--- config.mk ---
export PLATFORM = sky130hd
export DESIGN_NAME = qmr_acc
export DESIGN_NICKNAME = d
export VERILOG_FILES = /design/src/rtl/qmr_pkg.sv /design/src/rtl/qmr_acc.sv
export SDC_FILE = /design/constraint.sdc
export NUM_CORES = 2
export LEC_CHECK = 0
export ABC_AREA = 0
export BUFFER_PORTS_ARGS = -buffer_cell sky130_fd_sc_hd__buf_4
export CAP_MARGIN = 20
export CORE_AREA = 2 2 307 309
export DETAILED_ROUTE_END_ITERATION = 8
export DIE_AREA = 0 0 309 311
export PLACE_DENSITY = 0.79
export REMOVE_ABC_BUFFERS = 1
export SYNTH_ARGS = -nofsm -noshare
export SYNTH_HDL_FRONTEND = slang
export SYNTH_SLANG_ARGS = --single-unit
--- constraint.sdc ---
create_clock -name clk -period 11.4 [get_ports clk]
set_input_delay 1.14 -clock clk [delete_from_list [all_inputs] [get_ports clk]]
set_output_delay 1.14 -clock clk [all_outputs]
set_load 0.005 [all_outputs]
--- src/rtl/qmr_pkg.sv ---
package qmr_pkg;

  localparam int WIDTH_DEF = 32;
  localparam int FRAC_DEF  = 24;
  localparam int NCOMP     = 4;
  localparam int NTERM     = 4;
  localparam int NOPND     = 8;
  localparam int NACT      = 5;

  // highest defined action code; codes above it give an all-zero word
  localparam logic [2:0] ACT_ROT_Z = 3'd4;

  typedef enum logic [2:0] {
    OP_AW, OP_AX, OP_AY, OP_AZ, OP_BW, OP_BX, OP_BY, OP_BZ
  } opnd_t;

  typedef enum logic [1:0] {
    TS_ZERO, TS_POS, TS_NEG
  } term_sign_t;

  typedef struct packed {
    term_sign_t s;
    opnd_t      l;
    opnd_t      r;
  } term_t;

  localparam term_t TZ = '{TS_ZERO, OP_AW, OP_BW};

  // per action, per component, the four signed operand products
  localparam term_t TERMS [NACT][NCOMP][NTERM] = '{
    '{ '{ '{TS_POS, OP_AW, OP_BW}, '{TS_NEG, OP_AX, OP_BX},
          '{TS_NEG, OP_AY, OP_BY}, '{TS_NEG, OP_AZ, OP_BZ} },
       '{ '{TS_POS, OP_AW, OP_BX}, '{TS_POS, OP_AX, OP_BW},
          '{TS_POS, OP_AY, OP_BZ}, '{TS_NEG, OP_AZ, OP_BY} },
       '{ '{TS_POS, OP_AW, OP_BY}, '{TS_NEG, OP_AX, OP_BZ},
          '{TS_POS, OP_AY, OP_BW}, '{TS_POS, OP_AZ, OP_BX} },
       '{ '{TS_POS, OP_AW, OP_BZ}, '{TS_POS, OP_AX, OP_BY},
          '{TS_NEG, OP_AY, OP_BX}, '{TS_POS, OP_AZ, OP_BW} } },
    '{ '{ '{TS_NEG, OP_AX, OP_BX}, '{TS_NEG, OP_AY, OP_BY},
          '{TS_NEG, OP_AZ, OP_BZ}, TZ },
       '{ '{TS_POS, OP_AW, OP_BX}, '{TS_POS, OP_AY, OP_BZ},
          '{TS_NEG, OP_AZ, OP_BY}, TZ },
       '{ '{TS_POS, OP_AW, OP_BY}, '{TS_NEG, OP_AX, OP_BZ},
          '{TS_POS, OP_AZ, OP_BX}, TZ },
       '{ '{TS_POS, OP_AW, OP_BZ}, '{TS_POS, OP_AX, OP_BY},
          '{TS_NEG, OP_AY, OP_BX}, TZ } },
    '{ '{ TZ, TZ, TZ, TZ },
       '{ '{TS_POS, OP_AX, OP_AX}, '{TS_POS, OP_AW, OP_AW},
          '{TS_NEG, OP_AZ, OP_AZ}, '{TS_NEG, OP_AY, OP_AY} },
       '{ '{TS_POS, OP_AX, OP_AY}, '{TS_POS, OP_AW, OP_AZ},
          '{TS_POS, OP_AZ, OP_AW}, '{TS_POS, OP_AY, OP_AX} },
       '{ '{TS_POS, OP_AX, OP_AZ}, '{TS_NEG, OP_AW, OP_AY},
          '{TS_POS, OP_AZ, OP_AX}, '{TS_NEG, OP_AY, OP_AW} } },
    '{ '{ TZ, TZ, TZ, TZ },
       '{ '{TS_POS, OP_AY, OP_AX}, '{TS_NEG, OP_AZ, OP_AW},
          '{TS_NEG, OP_AW, OP_AZ}, '{TS_POS, OP_AX, OP_AY} },
       '{ '{TS_POS, OP_AY, OP_AY}, '{TS_NEG, OP_AZ, OP_AZ},
          '{TS_POS, OP_AW, OP_AW}, '{TS_NEG, OP_AX, OP_AX} },
       '{ '{TS_POS, OP_AY, OP_AZ}, '{TS_POS, OP_AZ, OP_AY},
          '{TS_POS, OP_AW, OP_AX}, '{TS_POS, OP_AX, OP_AW} } },
    '{ '{ TZ, TZ, TZ, TZ },
       '{ '{TS_POS, OP_AZ, OP_AX}, '{TS_POS, OP_AY, OP_AW},
          '{TS_POS, OP_AX, OP_AZ}, '{TS_POS, OP_AW, OP_AY} },
       '{ '{TS_POS, OP_AZ, OP_AY}, '{TS_POS, OP_AY, OP_AZ},
          '{TS_NEG, OP_AX, OP_AW}, '{TS_NEG, OP_AW, OP_AX} },
       '{ '{TS_POS, OP_AZ, OP_AZ}, '{TS_NEG, OP_AY, OP_AY},
          '{TS_NEG, OP_AX, OP_AX}, '{TS_POS, OP_AW, OP_AW} } }
  };

endpackage

--- src/rtl/qmr_acc.sv ---
module qmr_acc #(
  parameter int WIDTH     = qmr_pkg::WIDTH_DEF,
  parameter int FRAC_BITS = qmr_pkg::FRAC_DEF,
  localparam int TW = (2 * WIDTH - FRAC_BITS > WIDTH) ? 2 * WIDTH - FRAC_BITS : WIDTH
) (
  input  logic                    clk,
  input  logic                    rst,
  input  logic                    load_pair,
  input  logic                    load_out,
  input  logic                    in_valid,
  input  logic signed [TW-1:0]    term     [qmr_pkg::NCOMP][qmr_pkg::NTERM],
  input  logic                    term_neg [qmr_pkg::NCOMP][qmr_pkg::NTERM],
  output logic                    pair_valid,
  output logic                    valid,
  output logic signed [WIDTH-1:0] res [qmr_pkg::NCOMP],
  output logic                    overflow
);
  import qmr_pkg::*;

  localparam int EW = TW + 1;
  localparam int PSW = TW + 2;
  localparam int SW = TW + 3;

  logic signed [PSW-1:0]   pair      [NCOMP][2];
  logic signed [PSW-1:0]   pair_next [NCOMP][2];
  logic signed [WIDTH-1:0] res_next  [NCOMP];
  logic                    overflow_next;

  always_comb begin
    logic signed [EW-1:0] e [NTERM];
    for (int t = 0; t < NTERM; t++) begin
      e[t] = '0;
    end
    for (int c = 0; c < NCOMP; c++) begin
      for (int t = 0; t < NTERM; t++) begin
        e[t] = term_neg[c][t] ? -EW'(term[c][t]) : EW'(term[c][t]);
      end
      pair_next[c][0] = PSW'(e[0]) + PSW'(e[1]);
      pair_next[c][1] = PSW'(e[2]) + PSW'(e[3]);
    end
  end

  always_comb begin
    logic signed [SW-1:0] s;
    s = '0;
    overflow_next = 1'b0;
    for (int c = 0; c < NCOMP; c++) begin
      s = SW'(pair[c][0]) + SW'(pair[c][1]);
      // in range only when all bits above the sign bit agree with it
      if ((&s[SW-1:WIDTH-1]) || !(|s[SW-1:WIDTH-1])) begin
        res_next[c] = s[WIDTH-1:0];
      end else begin
        res_next[c]   = s[SW-1] ? {1'b1, {(WIDTH-1){1'b0}}} : {1'b0, {(WIDTH-1){1'b1}}};
        overflow_next = 1'b1;
      end
    end
  end

  always_ff @(posedge clk) begin
    if (rst) begin
      pair_valid <= 1'b0;
      valid      <= 1'b0;
    end else begin
      if (load_pair) begin
        pair_valid <= in_valid;
      end
      if (load_out) begin
        valid <= pair_valid;
      end
    end
  end

  always_ff @(posedge clk) begin
    if (load_pair) begin
      pair <= pair_next;
    end
    if (load_out) begin
      res      <= res_next;
      overflow <= overflow_next;
    end
  end

endmodule

==> impl_metrics.toml <==
[setup_path]
worst_setup_path_start_kind = "input port"
regToRegSetupSlack_ns = 5.71
cp_num_buf_inv = 1
worstPathRequired_ns = 11.79
reg2reg_depth = 17
crit_path_end = "pair[249]"
max_stage_delay_ns = 0.74
path_max_fanout = 5
critical_path_depth = 21
cp-startpoint = "term[440]"
cp-end-kind = "register"
critical_path_class = "input port to register"
worstPathArrival_ns = 6.60
crit_chain = "buf_4 -> nor3_1 -> nand2_1 -> or3_1 -> or4_1 -> or4_4 -> or3_1 -> or3_1 -> o31ai_1 -> xnor2_1 -> ha_1 -> a21oi_1 -> nor2b_1 -> o21ai_0 -> nand2b_1 -> nor4_1 -> nor3b_1 -> a311oi_1 -> nor2_1 -> a41oi_1 -> xnor2_1"
critPathTopFamily = "simple AND/OR/NAND/NOR gates"
cpMostUsedCell = "or3_1"
regToRegEndpoint = "res[96]"
rr_startpoint = "pair[294]"
slowest_stage = "a311oi_1"

[synthesis]
yosysTopAreaCell = "edfxtp_1"
yosysSeqAreaShare = 0.267
yosysWarnings = 0
synth_edf_count = 465
yosysTopAreaCellShare = 0.266
netlist_area_um2 = 52400
syn_avg_cell_area_um2 = 8.70
ys_ff_latch = 467
synthCells = 6028
synth_area_leaders = "edfxtp_1 27%, xnor2_1 14%, ha_1 12%"
yosysMostFrequentCell = "xnor2_1"
yosys-top-cells-count = "849 x xnor2_1, 512 x ha_1, 511 x o21ai_0, 479 x nand2_1, 465 x edfxtp_1"
ys_async_sr_fraction = 0
synth_top_flop_cell = "edfxtp_1"
synth_cell_types = 82

[timing]
rsz0062_at_grt = "false"
skew_ns = 0.0368
setup_viol = 0
finalMaxSlewViolations = 0
fin_ws_ns = 5.19
fmax_mhz = 161
hold_viol = 0
relSlewSlack = 0.275
finalCritPeriodShare = 0.544
fin_crit_ns = 6.21
holdWs_ns = 0.515
finalSetupTns_ns = 0
tightest_slew_ns = 1.08

[final_layout]
areaGrowthSynthToFinish_pct = 17.1
multi_input_area_um2 = 37100
fin_area_um2 = 61400
fin_util = 0.662
fill_cells = 7951
fin_cells = 8087
seq_area_um2 = 14000
drive_above_1_share = 0.143
nets = 7931

[floorplanning]
coreArea_um2 = 92800
rows = 112
die_x_um = 309
die_h_um = 311
dieArea_um2 = 96100
start_util = 0.565
num_io_pins = 792

[pwr]
ir_drop_v = 0.000146
p_leak_nw = 25.0
power.density_nw_per_um2 = 177
power_mw = 10.8

[cts]
cts_made_buffers = 55
cts_resized = 0
post_cts_buffers = 0
clk_pin_slew_ns = 0.06
cts_tree = "built"
clkSinkCount = 467
h-tree-depth = 2
root_buffer = "clkbuf_16"
hold_buffers = 0
clock_latency_ns = 0.64
clockBufferDepth = 3

[drt]
vias_per_cell = 6.13
drt_iter0_drc = 3463
vias = 49581
wirelength_um = 168000
dr.pass1.iters = 6
wl_per_cell_um = 20.8
drc = 0
postRouteAntennaNets = 0

[placement]
hpwl_um = 140000
place_area_um2 = 59500
gp_congestion = 0.997
post-place-ws_ns = 4.62
dp.cells = 7941
port_buffers = 791

[grt]
first_global_vias = 47331
grt_start_max_net_pins = 84
track_usage = 0.337
grt_pass1_wl_um = 257000
grt-ovfl-total = 0
antenna_found_initial = 64

[min_path]
hold_path.class = "register to register"

[run_status]
outcome = "completed"

[flow_run]
drv_cap = 0
registers in the layout, summed over array words and instances (netlist names):
signal and count:
overflow 1, pair 336, pair_valid 1, res 128, valid 1
worst register-to-register path: cells and delay by family, from the launching register on:
kind	cells	cell delay (ns)
buf+inv	2	0.57
flops	1	0.34
compound gates	8	2.70
mux	1	0.46
fa+ha+maj	2	0.60
simple gates	4	0.77
placed cells by master (no fill, tap or decap), types with 215 or more instances in the layout:
cell | Yosys | routed
o21ai_0 | 511 | 511
a21oi_1 | 445 | 445
inv_1 | 215 | 215
nor2_1 | 280 | 279
edfxtp_1 | 465 | 465
a21o_1 | 254 | 254
buf_4 | 1 | 800
nand2_1 | 479 | 479
ha_1 | 512 | 512
xnor2_1 | 849 | 849
metal layers:
layer / wire length, µm / global-route usage / vias to the layer above
met4: 9880 / 0.181 / 46
met1: 65500 / 0.391 / 23322
met5: 282 / 0 / -
met2: 80100 / 0.580 / 1726
li1: - / - / 24027
met3: 12400 / 0.0680 / 460
area by class of cell:
cell class              instances  share of cell area
clock inverters                31             0.00465
clock buffers                  68              0.0236
multi-input cells            5203               0.604
inverters                     215              0.0131
repair buffers                804              0.0988
flip-flops and latches        467               0.228
well taps                    1254              0.0256
diodes                         45             0.00183
how the worst min path moves through the flow:
stage                     endpoint  slack (ns)  cells after the start   from
after floorplan              valid        0.48                      2  valid
after global placement       valid        0.48                      2  valid
after detailed placement     valid        0.50                      2  valid
after CTS                    valid        0.51                      2  valid
after global routing         valid        0.54                      2  valid
final                        valid        0.52                      2  valid
where the power goes:
group          switching (mW)  leakage [nW]  internal, mW  total [mW]
sequential              0.233          4.53          2.61        2.85
combinational            3.59          19.7          2.67        6.26
clock                   0.743         0.839         0.990        1.73
total                    4.57          25.0          6.28        10.8
logic make-up (layout without fill, tap and decap cells):
kind of cell               after synthesis  count (layout)  share of synthesized area
other                                    0              45                          0
DFF                                    467             467                      0.267
AOI/OAI and AO/OA                     1928            1928                      0.237
adders and majority gates              524             524                      0.127
and+or+nand+nor                       1666            1666                      0.161
xor gates and xnor gates              1036            1036                      0.173
muxes                                   49              49                    0.00945
buffers and inverters                  358            1118                     0.0259
Note: power is estimated with default switching activity, not from simulation.
